`src/rtl/rsdc_pkg.sv`:
```
package rsdc_pkg;

  // Input function codes.
  localparam logic [2:0] FUNC_SCAN_TICK = 3'd0;
  localparam logic [2:0] FUNC_SIGNAL    = 3'd1;
  localparam logic [2:0] FUNC_ENCODER   = 3'd2;
  localparam logic [2:0] FUNC_PAUSE     = 3'd3;
  localparam logic [2:0] FUNC_DIRECTION = 3'd4;

  // Configuration register indexes.
  localparam logic [2:0] CFG_RANGE_START = 3'd0;
  localparam logic [2:0] CFG_STEP        = 3'd1;
  localparam logic [2:0] CFG_CHAN_COUNT  = 3'd2;
  localparam logic [2:0] CFG_SQUELCH     = 3'd3;
  localparam logic [2:0] CFG_BROWSE_WAIT = 3'd4;
  localparam logic [2:0] CFG_LOCK_WAIT   = 3'd5;

  localparam int CFG_INDEX_W = 3;
  localparam int CFG_DATA_W  = 34;

  // Pending one-shot step codes.
  localparam logic [1:0] STEP_NONE = 2'd0;
  localparam logic [1:0] STEP_FWD  = 2'd1;
  localparam logic [1:0] STEP_BACK = 2'd2;

  localparam logic [15:0] TIMER_MAX = 16'hFFFF;

  typedef struct packed {
    logic [33:0]        range_start_hz;
    logic [26:0]        step_hz;
    logic [15:0]        channel_count;
    logic signed [7:0]  squelch_db;
    logic [7:0]         browse_wait_s;
    logic [7:0]         lock_wait_s;
  } cfg_t;

  typedef struct packed {
    logic [33:0] frequency_hz;
    logic [15:0] channel_number;
    logic        retuned;
    logic        report_valid;
    logic        audio_enabled;
    logic        display_color;
    logic [7:0]  lock_level;
    logic        scan_active;
    logic        held_by_user;
  } result_t;

endpackage

```
`src/rtl/rsdc_regs.sv`:
```
module rsdc_regs (
  input  logic                             clk,
  input  logic                             rst,
  input  logic                             cfg_write,
  input  logic [rsdc_pkg::CFG_INDEX_W-1:0] cfg_index,
  input  logic [rsdc_pkg::CFG_DATA_W-1:0]  cfg_data,
  output rsdc_pkg::cfg_t                   cfg
);

  always_ff @(posedge clk) begin
    if (rst) begin
      cfg.range_start_hz <= 34'd0;
      cfg.step_hz        <= 27'd25000;
      cfg.channel_count  <= 16'd1;
      cfg.squelch_db     <= -8'sd80;
      cfg.browse_wait_s  <= 8'd0;
      cfg.lock_wait_s    <= 8'd1;
    end else if (cfg_write) begin
      unique case (cfg_index)
        rsdc_pkg::CFG_RANGE_START: cfg.range_start_hz <= cfg_data[33:0];
        rsdc_pkg::CFG_STEP:        cfg.step_hz        <= cfg_data[26:0];
        rsdc_pkg::CFG_CHAN_COUNT:  cfg.channel_count  <= cfg_data[15:0];
        rsdc_pkg::CFG_SQUELCH:     cfg.squelch_db     <= $signed(cfg_data[7:0]);
        rsdc_pkg::CFG_BROWSE_WAIT: cfg.browse_wait_s  <= cfg_data[7:0];
        rsdc_pkg::CFG_LOCK_WAIT:   cfg.lock_wait_s    <= cfg_data[7:0];
        default: ;
      endcase
    end
  end

endmodule

```
`src/rtl/rsdc_core.sv`:
```
module rsdc_core #(
  parameter int LOCK_CHECKS     = 10,
  parameter int REPORTS_PER_SEC = 10
) (
  input  logic               clk,
  input  logic               rst,
  input  logic               fire,
  input  logic [2:0]         func,
  input  logic signed [7:0]  signal_level,
  input  logic               turn_dir,
  input  rsdc_pkg::cfg_t     cfg,
  output rsdc_pkg::result_t  result
);

  logic [15:0] chan_idx, chan_idx_next;
  logic        first_pass, first_pass_next;
  logic [7:0]  lock_count, lock_count_next;
  logic        scanning_on, scanning_on_next;
  logic        user_hold, user_hold_next;
  logic [1:0]  pending_step, pending_step_next;
  logic        forward_dir, forward_dir_next;
  logic [15:0] browse_count, browse_count_next;
  logic [15:0] lost_count, lost_count_next;
  logic [1:0]  color_count, color_count_next;
  logic        audio_on, audio_on_next;
  logic        color_now, color_now_next;

  function automatic logic [15:0] sat_inc(input logic [15:0] v);
    return (v == rsdc_pkg::TIMER_MAX) ? v : v + 16'd1;
  endfunction

  always_comb begin
    logic [15:0] cur;
    logic [15:0] idx;
    logic [15:0] browse_limit;
    logic [15:0] lost_limit;
    logic [15:0] lost_inc;
    logic [16:0] cur_plus;
    logic [1:0]  cc_inc;
    logic [42:0] product;
    logic        above;
    logic        force_step;
    logic        step_fwd;
    logic        do_colour;
    logic        retuned;
    logic        reported;

    chan_idx_next     = chan_idx;
    first_pass_next   = first_pass;
    lock_count_next   = lock_count;
    scanning_on_next  = scanning_on;
    user_hold_next    = user_hold;
    pending_step_next = pending_step;
    forward_dir_next  = forward_dir;
    browse_count_next = browse_count;
    lost_count_next   = lost_count;
    color_count_next  = color_count;
    audio_on_next     = audio_on;
    color_now_next    = color_now;
    retuned   = 1'b0;
    reported  = 1'b0;
    do_colour = 1'b0;

    cur          = first_pass ? cfg.channel_count : chan_idx;
    cur_plus     = {1'b0, cur} + 17'd1;
    browse_limit = 16'(cfg.browse_wait_s) * 16'(REPORTS_PER_SEC);
    lost_limit   = 16'(cfg.lock_wait_s) * 16'(REPORTS_PER_SEC);
    lost_inc     = sat_inc(lost_count);
    cc_inc       = color_count + 2'd1;
    above        = signal_level > cfg.squelch_db;
    force_step   = pending_step != rsdc_pkg::STEP_NONE;
    step_fwd     = force_step ? (pending_step == rsdc_pkg::STEP_FWD) : forward_dir;

    unique case (func)
      rsdc_pkg::FUNC_SCAN_TICK: begin
        if (scanning_on || force_step) begin
          if (lock_count == 8'd0 || force_step) begin
            if (step_fwd) begin
              chan_idx_next = (cur_plus >= {1'b0, cfg.channel_count}) ? 16'd0 : cur_plus[15:0];
            end else if (cur == 16'd0) begin
              chan_idx_next = cfg.channel_count - 16'd1;
            end else begin
              chan_idx_next = (cur - 16'd1 >= cfg.channel_count) ? 16'd0 : cur - 16'd1;
            end
            first_pass_next   = 1'b0;
            pending_step_next = rsdc_pkg::STEP_NONE;
            retuned           = 1'b1;
          end
          reported = 1'b1;
        end
      end
      rsdc_pkg::FUNC_SIGNAL: begin
        if (user_hold) begin
          do_colour = 1'b1;
        end else if (cfg.browse_wait_s != 8'd0 && browse_count >= browse_limit) begin
          browse_count_next = 16'd0;
          audio_on_next     = 1'b0;
          color_now_next    = 1'b0;
          pending_step_next = forward_dir ? rsdc_pkg::STEP_FWD : rsdc_pkg::STEP_BACK;
          scanning_on_next  = 1'b1;
        end else if (above) begin
          if (lock_count >= 8'(LOCK_CHECKS)) begin
            if (browse_count == 16'd0) begin
              if (scanning_on) begin
                lock_count_next  = 8'd0;
                scanning_on_next = 1'b0;
              end
              audio_on_next = 1'b1;
            end
            browse_count_next = sat_inc(browse_count);
            do_colour = 1'b1;
          end else begin
            lock_count_next = lock_count + 8'd1;
            if (browse_count != 16'd0) begin
              browse_count_next = sat_inc(browse_count);
            end
          end
          lost_count_next = 16'd0;
        end else if (browse_count == 16'd0) begin
          if (lock_count != 8'd0) begin
            color_now_next  = 1'b0;
            lock_count_next = 8'd0;
          end
        end else begin
          lost_count_next = lost_inc;
          if (lost_inc >= lost_limit) begin
            browse_count_next = 16'd0;
            audio_on_next     = 1'b0;
            color_now_next    = 1'b0;
            pending_step_next = forward_dir ? rsdc_pkg::STEP_FWD : rsdc_pkg::STEP_BACK;
            scanning_on_next  = 1'b1;
          end else begin
            browse_count_next = sat_inc(browse_count);
            do_colour = 1'b1;
          end
        end
        // The color timer always acts last, after any pause above.
        if (do_colour) begin
          if (cc_inc == 2'd3) begin
            audio_on_next    = above;
            color_now_next   = above;
            color_count_next = 2'd0;
          end else begin
            color_count_next = cc_inc;
          end
        end
      end
      rsdc_pkg::FUNC_ENCODER: begin
        pending_step_next = turn_dir ? rsdc_pkg::STEP_FWD : rsdc_pkg::STEP_BACK;
        if (browse_count != 16'd0) begin
          browse_count_next = 16'd1;
        end
      end
      rsdc_pkg::FUNC_PAUSE: begin
        if (user_hold) begin
          browse_count_next = browse_limit + 16'd1;
          user_hold_next    = 1'b0;
        end else begin
          if (scanning_on) begin
            lock_count_next  = 8'd0;
            scanning_on_next = 1'b0;
          end
          audio_on_next  = 1'b1;
          user_hold_next = 1'b1;
        end
      end
      rsdc_pkg::FUNC_DIRECTION: begin
        forward_dir_next = !forward_dir;
        if (user_hold) begin
          browse_count_next = browse_limit + 16'd1;
          user_hold_next    = 1'b0;
        end
        color_now_next = 1'b0;
      end
      default: ;
    endcase

    idx     = first_pass_next ? cfg.channel_count : chan_idx_next;
    product = 43'(idx) * 43'(cfg.step_hz);

    result.frequency_hz   = cfg.range_start_hz + product[33:0];
    result.channel_number = idx;
    result.retuned        = retuned;
    result.report_valid   = reported;
    result.audio_enabled  = audio_on_next;
    result.display_color  = color_now_next;
    result.lock_level     = lock_count_next;
    result.scan_active    = scanning_on_next;
    result.held_by_user   = user_hold_next;
  end

  always_ff @(posedge clk) begin
    if (rst) begin
      chan_idx     <= 16'd0;
      first_pass   <= 1'b1;
      lock_count   <= 8'd0;
      scanning_on  <= 1'b1;
      user_hold    <= 1'b0;
      pending_step <= rsdc_pkg::STEP_NONE;
      forward_dir  <= 1'b1;
      browse_count <= 16'd0;
      lost_count   <= 16'd0;
      color_count  <= 2'd0;
      audio_on     <= 1'b0;
      color_now    <= 1'b0;
    end else if (fire) begin
      chan_idx     <= chan_idx_next;
      first_pass   <= first_pass_next;
      lock_count   <= lock_count_next;
      scanning_on  <= scanning_on_next;
      user_hold    <= user_hold_next;
      pending_step <= pending_step_next;
      forward_dir  <= forward_dir_next;
      browse_count <= browse_count_next;
      lost_count   <= lost_count_next;
      color_count  <= color_count_next;
      audio_on     <= audio_on_next;
      color_now    <= color_now_next;
    end
  end

  // The lock counter only counts up while below the threshold.
  a_lock_bound: assert property (@(posedge clk) disable iff (rst)
    lock_count <= 8'(LOCK_CHECKS))
    else $error("lock counter above threshold");

  a_hold_paused: assert property (@(posedge clk) disable iff (rst)
    user_hold |-> !scanning_on)
    else $error("scan running while held by user");

  a_pending_code: assert property (@(posedge clk) disable iff (rst)
    pending_step != 2'd3)
    else $error("invalid pending step code");

  a_colour_wrap: assert property (@(posedge clk) disable iff (rst)
    color_count != 2'd3)
    else $error("color timer not wrapped");

endmodule

```
`src/rtl/rsdc_obuf.sv`:
```
module rsdc_obuf (
  input  logic               clk,
  input  logic               rst,
  input  logic               push,
  input  rsdc_pkg::result_t  push_data,
  output logic               push_ready,
  output logic               out_valid,
  input  logic               out_ready,
  output rsdc_pkg::result_t  out_data
);

  logic               main_valid;
  logic               skid_valid;
  rsdc_pkg::result_t  main_data;
  rsdc_pkg::result_t  skid_data;
  logic               pop;

  assign pop        = main_valid && out_ready;
  assign push_ready = !skid_valid;
  assign out_valid  = main_valid;
  assign out_data   = main_data;

  always_ff @(posedge clk) begin
    if (rst) begin
      main_valid <= 1'b0;
      skid_valid <= 1'b0;
    end else if (skid_valid) begin
      if (pop) begin
        main_valid <= 1'b1;
        skid_valid <= 1'b0;
      end
    end else if (push) begin
      if (!main_valid || pop) begin
        main_valid <= 1'b1;
      end else begin
        skid_valid <= 1'b1;
      end
    end else if (pop) begin
      main_valid <= 1'b0;
    end
  end

  always_ff @(posedge clk) begin
    if (skid_valid) begin
      if (pop) begin
        main_data <= skid_data;
      end
    end else if (push) begin
      if (!main_valid || pop) begin
        main_data <= push_data;
      end else begin
        skid_data <= push_data;
      end
    end
  end

  a_skid_order: assert property (@(posedge clk) disable iff (rst)
    skid_valid |-> main_valid)
    else $error("skid word held without a main word");

  a_no_overrun: assert property (@(posedge clk) disable iff (rst)
    !(push && skid_valid))
    else $error("word pushed into a full buffer");

endmodule

```
`src/rtl/radio_scan_dwell_controller.sv`:
```
// A result word is formed combinationally from its accepted input word and registered in the output buffer.
// Throughput: one word per cycle while the output buffer has room; the state update and the 16x27 frequency
// multiply-add are done combinationally between acceptance and the output register.
// A two-entry output buffer keeps taking words while one result waits for the consumer.
// Reset: synchronous rst loads the register defaults and the initial scanning state, empties the buffer.
module radio_scan_dwell_controller #(
  parameter int LOCK_CHECKS     = 10,
  parameter int REPORTS_PER_SEC = 10
) (
  input  logic                             clk,
  input  logic                             rst,
  input  logic                             cfg_write,
  input  logic [rsdc_pkg::CFG_INDEX_W-1:0] cfg_index,
  input  logic [rsdc_pkg::CFG_DATA_W-1:0]  cfg_data,
  input  logic                             in_valid,
  output logic                             in_ready,
  input  logic [2:0]                       func,
  input  logic signed [7:0]                signal_level,
  input  logic                             turn_dir,
  output logic                             out_valid,
  input  logic                             out_ready,
  output logic [33:0]                      frequency_hz,
  output logic [15:0]                      channel_number,
  output logic                             retuned,
  output logic                             report_valid,
  output logic                             audio_enabled,
  output logic                             display_color,
  output logic [7:0]                       lock_level,
  output logic                             scan_active,
  output logic                             held_by_user
);

  rsdc_pkg::cfg_t     cfg;
  rsdc_pkg::result_t  result;
  rsdc_pkg::result_t  out_data;
  logic               fire;

  assign fire = in_valid && in_ready;

  rsdc_regs u_regs (
    .clk       (clk),
    .rst       (rst),
    .cfg_write (cfg_write),
    .cfg_index (cfg_index),
    .cfg_data  (cfg_data),
    .cfg       (cfg)
  );

  rsdc_core #(
    .LOCK_CHECKS     (LOCK_CHECKS),
    .REPORTS_PER_SEC (REPORTS_PER_SEC)
  ) u_core (
    .clk          (clk),
    .rst          (rst),
    .fire         (fire),
    .func         (func),
    .signal_level (signal_level),
    .turn_dir     (turn_dir),
    .cfg          (cfg),
    .result       (result)
  );

  rsdc_obuf u_obuf (
    .clk        (clk),
    .rst        (rst),
    .push       (fire),
    .push_data  (result),
    .push_ready (in_ready),
    .out_valid  (out_valid),
    .out_ready  (out_ready),
    .out_data   (out_data)
  );

  assign frequency_hz   = out_data.frequency_hz;
  assign channel_number = out_data.channel_number;
  assign retuned        = out_data.retuned;
  assign report_valid   = out_data.report_valid;
  assign audio_enabled  = out_data.audio_enabled;
  assign display_color  = out_data.display_color;
  assign lock_level     = out_data.lock_level;
  assign scan_active    = out_data.scan_active;
  assign held_by_user   = out_data.held_by_user;

endmodule

```
`config.mk`:
```
export PLATFORM = sky130hd
export DESIGN_NAME = radio_scan_dwell_controller
export DESIGN_NICKNAME = d
export VERILOG_FILES = /design/src/rtl/rsdc_pkg.sv /design/src/rtl/rsdc_regs.sv /design/src/rtl/rsdc_core.sv /design/src/rtl/rsdc_obuf.sv /design/src/rtl/radio_scan_dwell_controller.sv
export SDC_FILE = /design/constraint.sdc
export NUM_CORES = 2
export LEC_CHECK = 0
export BUFFER_PORTS_ARGS = -buffer_cell sky130_fd_sc_hd__buf_2
export CAP_MARGIN = 15
export CORE_AREA = 4 4 259 261
export CTS_BUF_LIST = sky130_fd_sc_hd__clkbuf_8
export DETAILED_ROUTE_END_ITERATION = 8
export DIE_AREA = 0 0 263 265
export PLACE_DENSITY = 0.7
export SETUP_SLACK_MARGIN = 0.02
export SYNTH_ARGS = -nofsm -noshare
export SYNTH_HDL_FRONTEND = slang
export SYNTH_SLANG_ARGS = --single-unit
```
`constraint.sdc`:
```
create_clock -name clk -period 22.1 [get_ports clk]
set_input_delay 2.21 -clock clk [delete_from_list [all_inputs] [get_ports clk]]
set_output_delay 2.21 -clock clk [all_outputs]
set_load 0.005 [all_outputs]
```
# Word-level counts from Yosys, hierarchy flattened
# Cells that the tools add are included.
[totals] regBits=297 inputBits=54 wordCells=228
[classes] n_addsub=9 mul=3 n_lt_le_gt_ge=6 eq_ne=26 n_mux=104 n_bitwise=4 reduce_logical=38
[op_table] op="$mux W16" count=22
[op_table] op="$mux W64" count=4
[op_table] op="$mux W8" count=9
[op_table] op="$mux W1" count=52
[op_table] op="$pmux W16 S3" count=1
[op_table] op="$add A34 B34 Y34" count=1
[op_table] op="$mul A16 B27 Y34" count=1
[op_table] op="$add A16 B1 Y16 const B" count=2
[op_table] op="$eq A16 B16 Y1 const B" count=2
[op_table] op="$ge A16 B12 Y1" count=2
[op_table] op="$logic_not A16 Y1" count=2
[op_table] op="$sub A16 B1 Y16 const B" count=2
[op_table] op="$mul A8 B3 Y11 const B" count=2
[op_table] op="$mux W2" count=10
[op_table] op="$add A16 B1 Y17 const B" count=1
[op_table] op="$ge A17 B16 Y1" count=1
[op_table] op="$ge A16 B16 Y1" count=1
[op_table] op="$pmux W8 S2" count=1
[op_table] op="$reduce_bool A16 Y1" count=1
[op_table] op="$reduce_bool A8 Y1" count=2
[op_table] op="$reduce_and A2 Y1" count=7
[op_table] op="$add A12 B1 Y13 const B" count=1
[op_table] op="$eq A3 B2 Y1 const B" count=4
[op_table] op="$reduce_and A3 Y1" count=4
[op_table] op="29 further kinds" count=55

# Logic depth before layout (Yosys ltp)
[depth] word_depth=15 mapped_depth=49

# By module
# From an unflattened synthesis, not the netlist that was laid out.
[hier_totals] hier_cells=3179 hier_area_um2=29577.1
[by_module_without_submodules] mod="rsdc_core" n_inst=1 cells_per_inst=2584 area_per_inst_um2=20681.1 seq_area_each_um2=1321.3
[by_module_without_submodules] mod="rsdc_obuf" n_inst=1 cells_per_inst=213 area_per_inst_um2=4765.8 seq_area_each_um2=3883.7
[by_module_without_submodules] mod="rsdc_regs" n_inst=1 cells_per_inst=381 area_per_inst_um2=4124.0 seq_area_each_um2=2021.9
[by_module_without_submodules] mod="radio_scan_dwell_controller" n_inst=1 cells_per_inst=1 area_per_inst_um2=6.3 seq_area_each_um2=0.0

# Worst setup path after synthesis
# No wires, ideal clock.
[synth_path] path_type="register -> register" from="reg u_core.first_pass" to="reg u_obuf.main_data (netlist bit u_obuf.out_data[63]) (data pin)" arrival_ns=10.785 required_time_ns=21.840 slack_ns=11.055 stages_incl_launch_ff=47 n_path_buf=7 period_less_slack_ns=11.045 cell_sequence="dfxtp_1 -> buf_6 -> buf_4 -> clkbuf_1 -> clkbuf_1 -> buf_1 -> mux2_2 -> inv_1 -> ha_1 -> nor4b_1 -> o221ai_1 -> nor4b_1 -> xnor2_1 -> ha_1 -> nand4_1 -> inv_1 -> a21oi_1 -> o41ai_1 -> [11 not listed] -> inv_1 -> fa_1 -> fa_1 -> inv_1 -> fa_1 -> inv_1 -> ha_1 -> or2_2 -> a21oi_1 -> a31oi_1 -> a311oi_1 -> o21ai_0 -> a21oi_1 -> nor2b_1 -> o21ai_0 -> a21oi_1 -> xnor2_2 -> mux2_4"
[synth_rtl] item="start, declared" line_no="rsdc_core.sv:16" text="logic first_pass, first_pass_next;"
[synth_rtl] item="start signal, assigned" line_no="rsdc_core.sv:208" text="first_pass <= first_pass_next;"
[synth_rtl] item="end signal, assigned" line_no="rsdc_obuf.sv:46" text="main_data <= skid_data;"
[synth_rtl] item="end signal, assigned" line_no="rsdc_obuf.sv:50" text="main_data <= push_data;"
[synth_rtl] item="end, declared" line_no="rsdc_obuf.sv:14" text="rsdc_pkg::result_t main_data;"

==> impl_metrics.ini <==
[critical_path]
arrival_ns = 12.80
cp_slowest_cell = mux2i_2
cp.required_ns = 22.50
path_class = reg2reg
slowest_delay_ns = 0.88
end_kind = flip-flop
crit_fanout = 53
start_kind = flip-flop

[cells_and_area]
syn_to_final_growth_pct = 8.89
layout-drive-gt1-share = 0.0966
final_core_util = 0.488
mostFrequentLayoutCells = 598 x nand2_1, 557 x inv_1, 348 x fa_1
fillers = 6166
final_common_cell = nand2_1
final_nets = 3910

[pwr]
power_frac_clock = 0.361
intPower_mw = 1.05
p_sw_frac = 0.320
ir_drop_uv = 32.0
switchingPower_mw = 0.494
p_leak_nw = 14.0
power_density_nw_per_um2 = 49.2
p_comb_frac = 0.232
power.sequential.fraction = 0.407

[detailed_routing]
drtIter0Drc = 1737
drc_errors = 0
avgRoutedWirePerCell_um = 18.4
routed_wirelength_mm = 78.0
drt_first_pass_iters = 9
vias = 22800
ant_nets = 0
met3_wirelength_mm = 6.23
drt-met1-wl_mm = 32.7
avgViaCountPerCell = 5.38
met2_length_mm = 35.6
top_layer_used = met5

[floorplanning]
core_um2 = 64500
io_pins = 120
die_y_um = 265
rows = 93
die_area_um2 = 69700
die_x_um = 263
start_util = 0.448

[synthesis]
yosysSeqAreaShare = 0.250
synth_area_leaders = fa_1 24%, edfxtp_1 13%, dfxtp_1 12%, nand2_1 7.8%, ha_1 7.5%
synth.top_cell.area_share = 0.241
avgSynthCellArea_um2 = 8.82
yosysWarnings = 0
synth_edf_count = 128
synthFlopType = dfxtp_1
synthCells = 3275
synth.cell_area_um2 = 28900
ys_seq_elements = 297
ys_types = 86
synthArstFlopShare = 0
synth_top_area_cell = fa_1
syn-num-nets = 3851

[clock_tree]
cts_tree = built
hold_buffers = 0
path_clk_slew_ns = 0.06
cts_sinks = 297
cts_made_buffers = 53
clock_path_buffers = 3
clkLatencyLatePin_ns = 0.68
cts_resized = 0
htreeDepth = 2
cts_setup_buffers = 0
cts_root_buf = clkbuf_8

[global_routing]
grt.overflow.total = 0
grt_start_max_net_pins = 65
grt_pass1_wl_mm = 126
grt_pass1_vias = 22900
antenna_found_initial = 7
grt_use_total = 0.224

[outcome]
status = completed

[sta]
worst_pin_slew_ns = 1.18
finClkSkew_ns = 0.0327
post-route-period-util = 0.561
max_freq_mhz = 80.7
slew_headroom = 0.209
finalHoldViolCount = 0
hold-worst-slack_ns = 0.453
finalCriticalPeriod_ns = 12.40
rsz0062_at_grt = false
setup_viol = 0
fin_setup_tns_ns = 0
slew_viol_final = 0

[place]
gp_congestion = 0.941
portBuffers = 119
hpwlAfterDp_mm = 57.4

[hold_path]
hp-class = reg2reg

[job]
maxCapViolations = 0
[critical path: cells and delay by family (launching register included)]
kind            cells  cell delay, ns
simple gates        8            1.78
flops               1            0.31
mux                 3            1.57
xor+xnor            2            0.37
fa+ha+maj           9            3.76
buf+inv             9            1.40
compound gates     13            2.86
[power by group through the flow]
stage               clock, mW  sequential, mW  combinational, mW
finish                  0.558           0.630              0.359
global placement            0           0.641              0.350
global route            0.595           0.633              0.403
floorplan                   0           0.637              0.245
CTS                     0.572           0.630              0.359
detailed placement          0           0.642              0.356
[layer usage]
metal  GRT usage  vias to the layer above
met2       0.361                      789
met1       0.294                    11100
met3      0.0474                      200
met4      0.0943                        6
li1            -                    10600
met5           0                        -
[cells in the mapped netlist (10+ instances only)]
cell,number
a211oi_1,23
a21o_1,21
a21oi_1,200
a22oi_1,12
a31oi_1,23
and2_1,148
and3_1,23
clkbuf_1,141
dfxtp_1,169
edfxtp_1,128
fa_1,348
ha_1,174
inv_1,544
mux2_2,47
mux2i_1,23
nand2_1,598
nand2b_1,10
nand3_1,55
nand4_1,26
nor2_1,118
nor2b_1,17
nor3_1,38
nor4_1,16
o21a_1,18
o21ai_0,69
xnor2_1,77
xor2_1,35
[sequential cells by signal (all words and copies together), names as in the netlist]
| register | count |
|---|---|
| u_core.audio_on | 1 |
| u_core.browse_count | 16 |
| u_core.chan_idx | 16 |
| u_core.color_count | 2 |
| u_core.color_now | 1 |
| u_core.first_pass | 1 |
| u_core.forward_dir | 1 |
| u_core.lock_count | 8 |
| u_core.lost_count | 16 |
| u_core.pending_step | 2 |
| u_core.scanning_on | 1 |
| u_core.user_hold | 1 |
| u_obuf.out_data | 64 |
| u_obuf.out_valid | 1 |
| u_obuf.skid_data | 64 |
| u_obuf.skid_valid | 1 |
| u_regs.cfg | 101 |
[cell families after synthesis]
group	count (synthesis)	synth area share
adders and majority gates	522	0.317
and+or+nand+nor	1102	0.177
DFF	297	0.250
xor gates and xnor gates	116	0.0367
buffers and inverters	704	0.0926
muxes	72	0.0276
AOI/OAI and AO/OA	462	0.0997
[layout make-up]
type / instances / area, um^2 / share of cell area
Multi-Input combinational cell: 2274 / 19000 / 0.606
Sequential cell: 297 / 7230 / 0.230
Inverter: 547 / 2050 / 0.0653
Tap cell: 855 / 1070 / 0.0340
Timing Repair Buffer: 161 / 911 / 0.0290
Clock buffer: 59 / 812 / 0.0258
Clock inverter: 38 / 314 / 0.00999
Antenna cell: 4 / 10.0 / 0.000318
[stage by stage]
step | std cells | area (um^2) | power (mW) | setup slack, ns
5_1_grt | 4233 | 31400 | 1.63 | 8.87
3_5_place_dp | 4133 | 30300 | 0.998 | 9.95
3_3_place_gp | 4133 | 30300 | 0.991 | 10.15
4_1_cts | 4230 | 31400 | 1.56 | 9.85
2_1_floorplan | 3275 | 28900 | 0.882 | 11.05
6_report | 4235 | 31400 | 1.55 | 9.70
[path summary, 6_finish.rpt]
kind | from | slack (ns) | cells past startpoint | end
setup / recovery | u_core.first_pass$_SDFFE_PP1P_ | 9.70 | 44 | u_obuf.out_data[63]$_DFFE_PP_
hold / removal | u_regs.cfg[80]$_SDFFE_PP0P_ | 0.45 | 2 | u_regs.cfg[80]$_SDFFE_PP0P_
setup reg to reg | u_core.first_pass$_SDFFE_PP1P_ | 9.70 | 44 | u_obuf.out_data[63]$_DFFE_PP_
hold reg to reg | u_regs.cfg[80]$_SDFFE_PP0P_ | 0.45 | 2 | u_regs.cfg[80]$_SDFFE_PP0P_
Note: power is estimated with default switching activity, not from simulation.
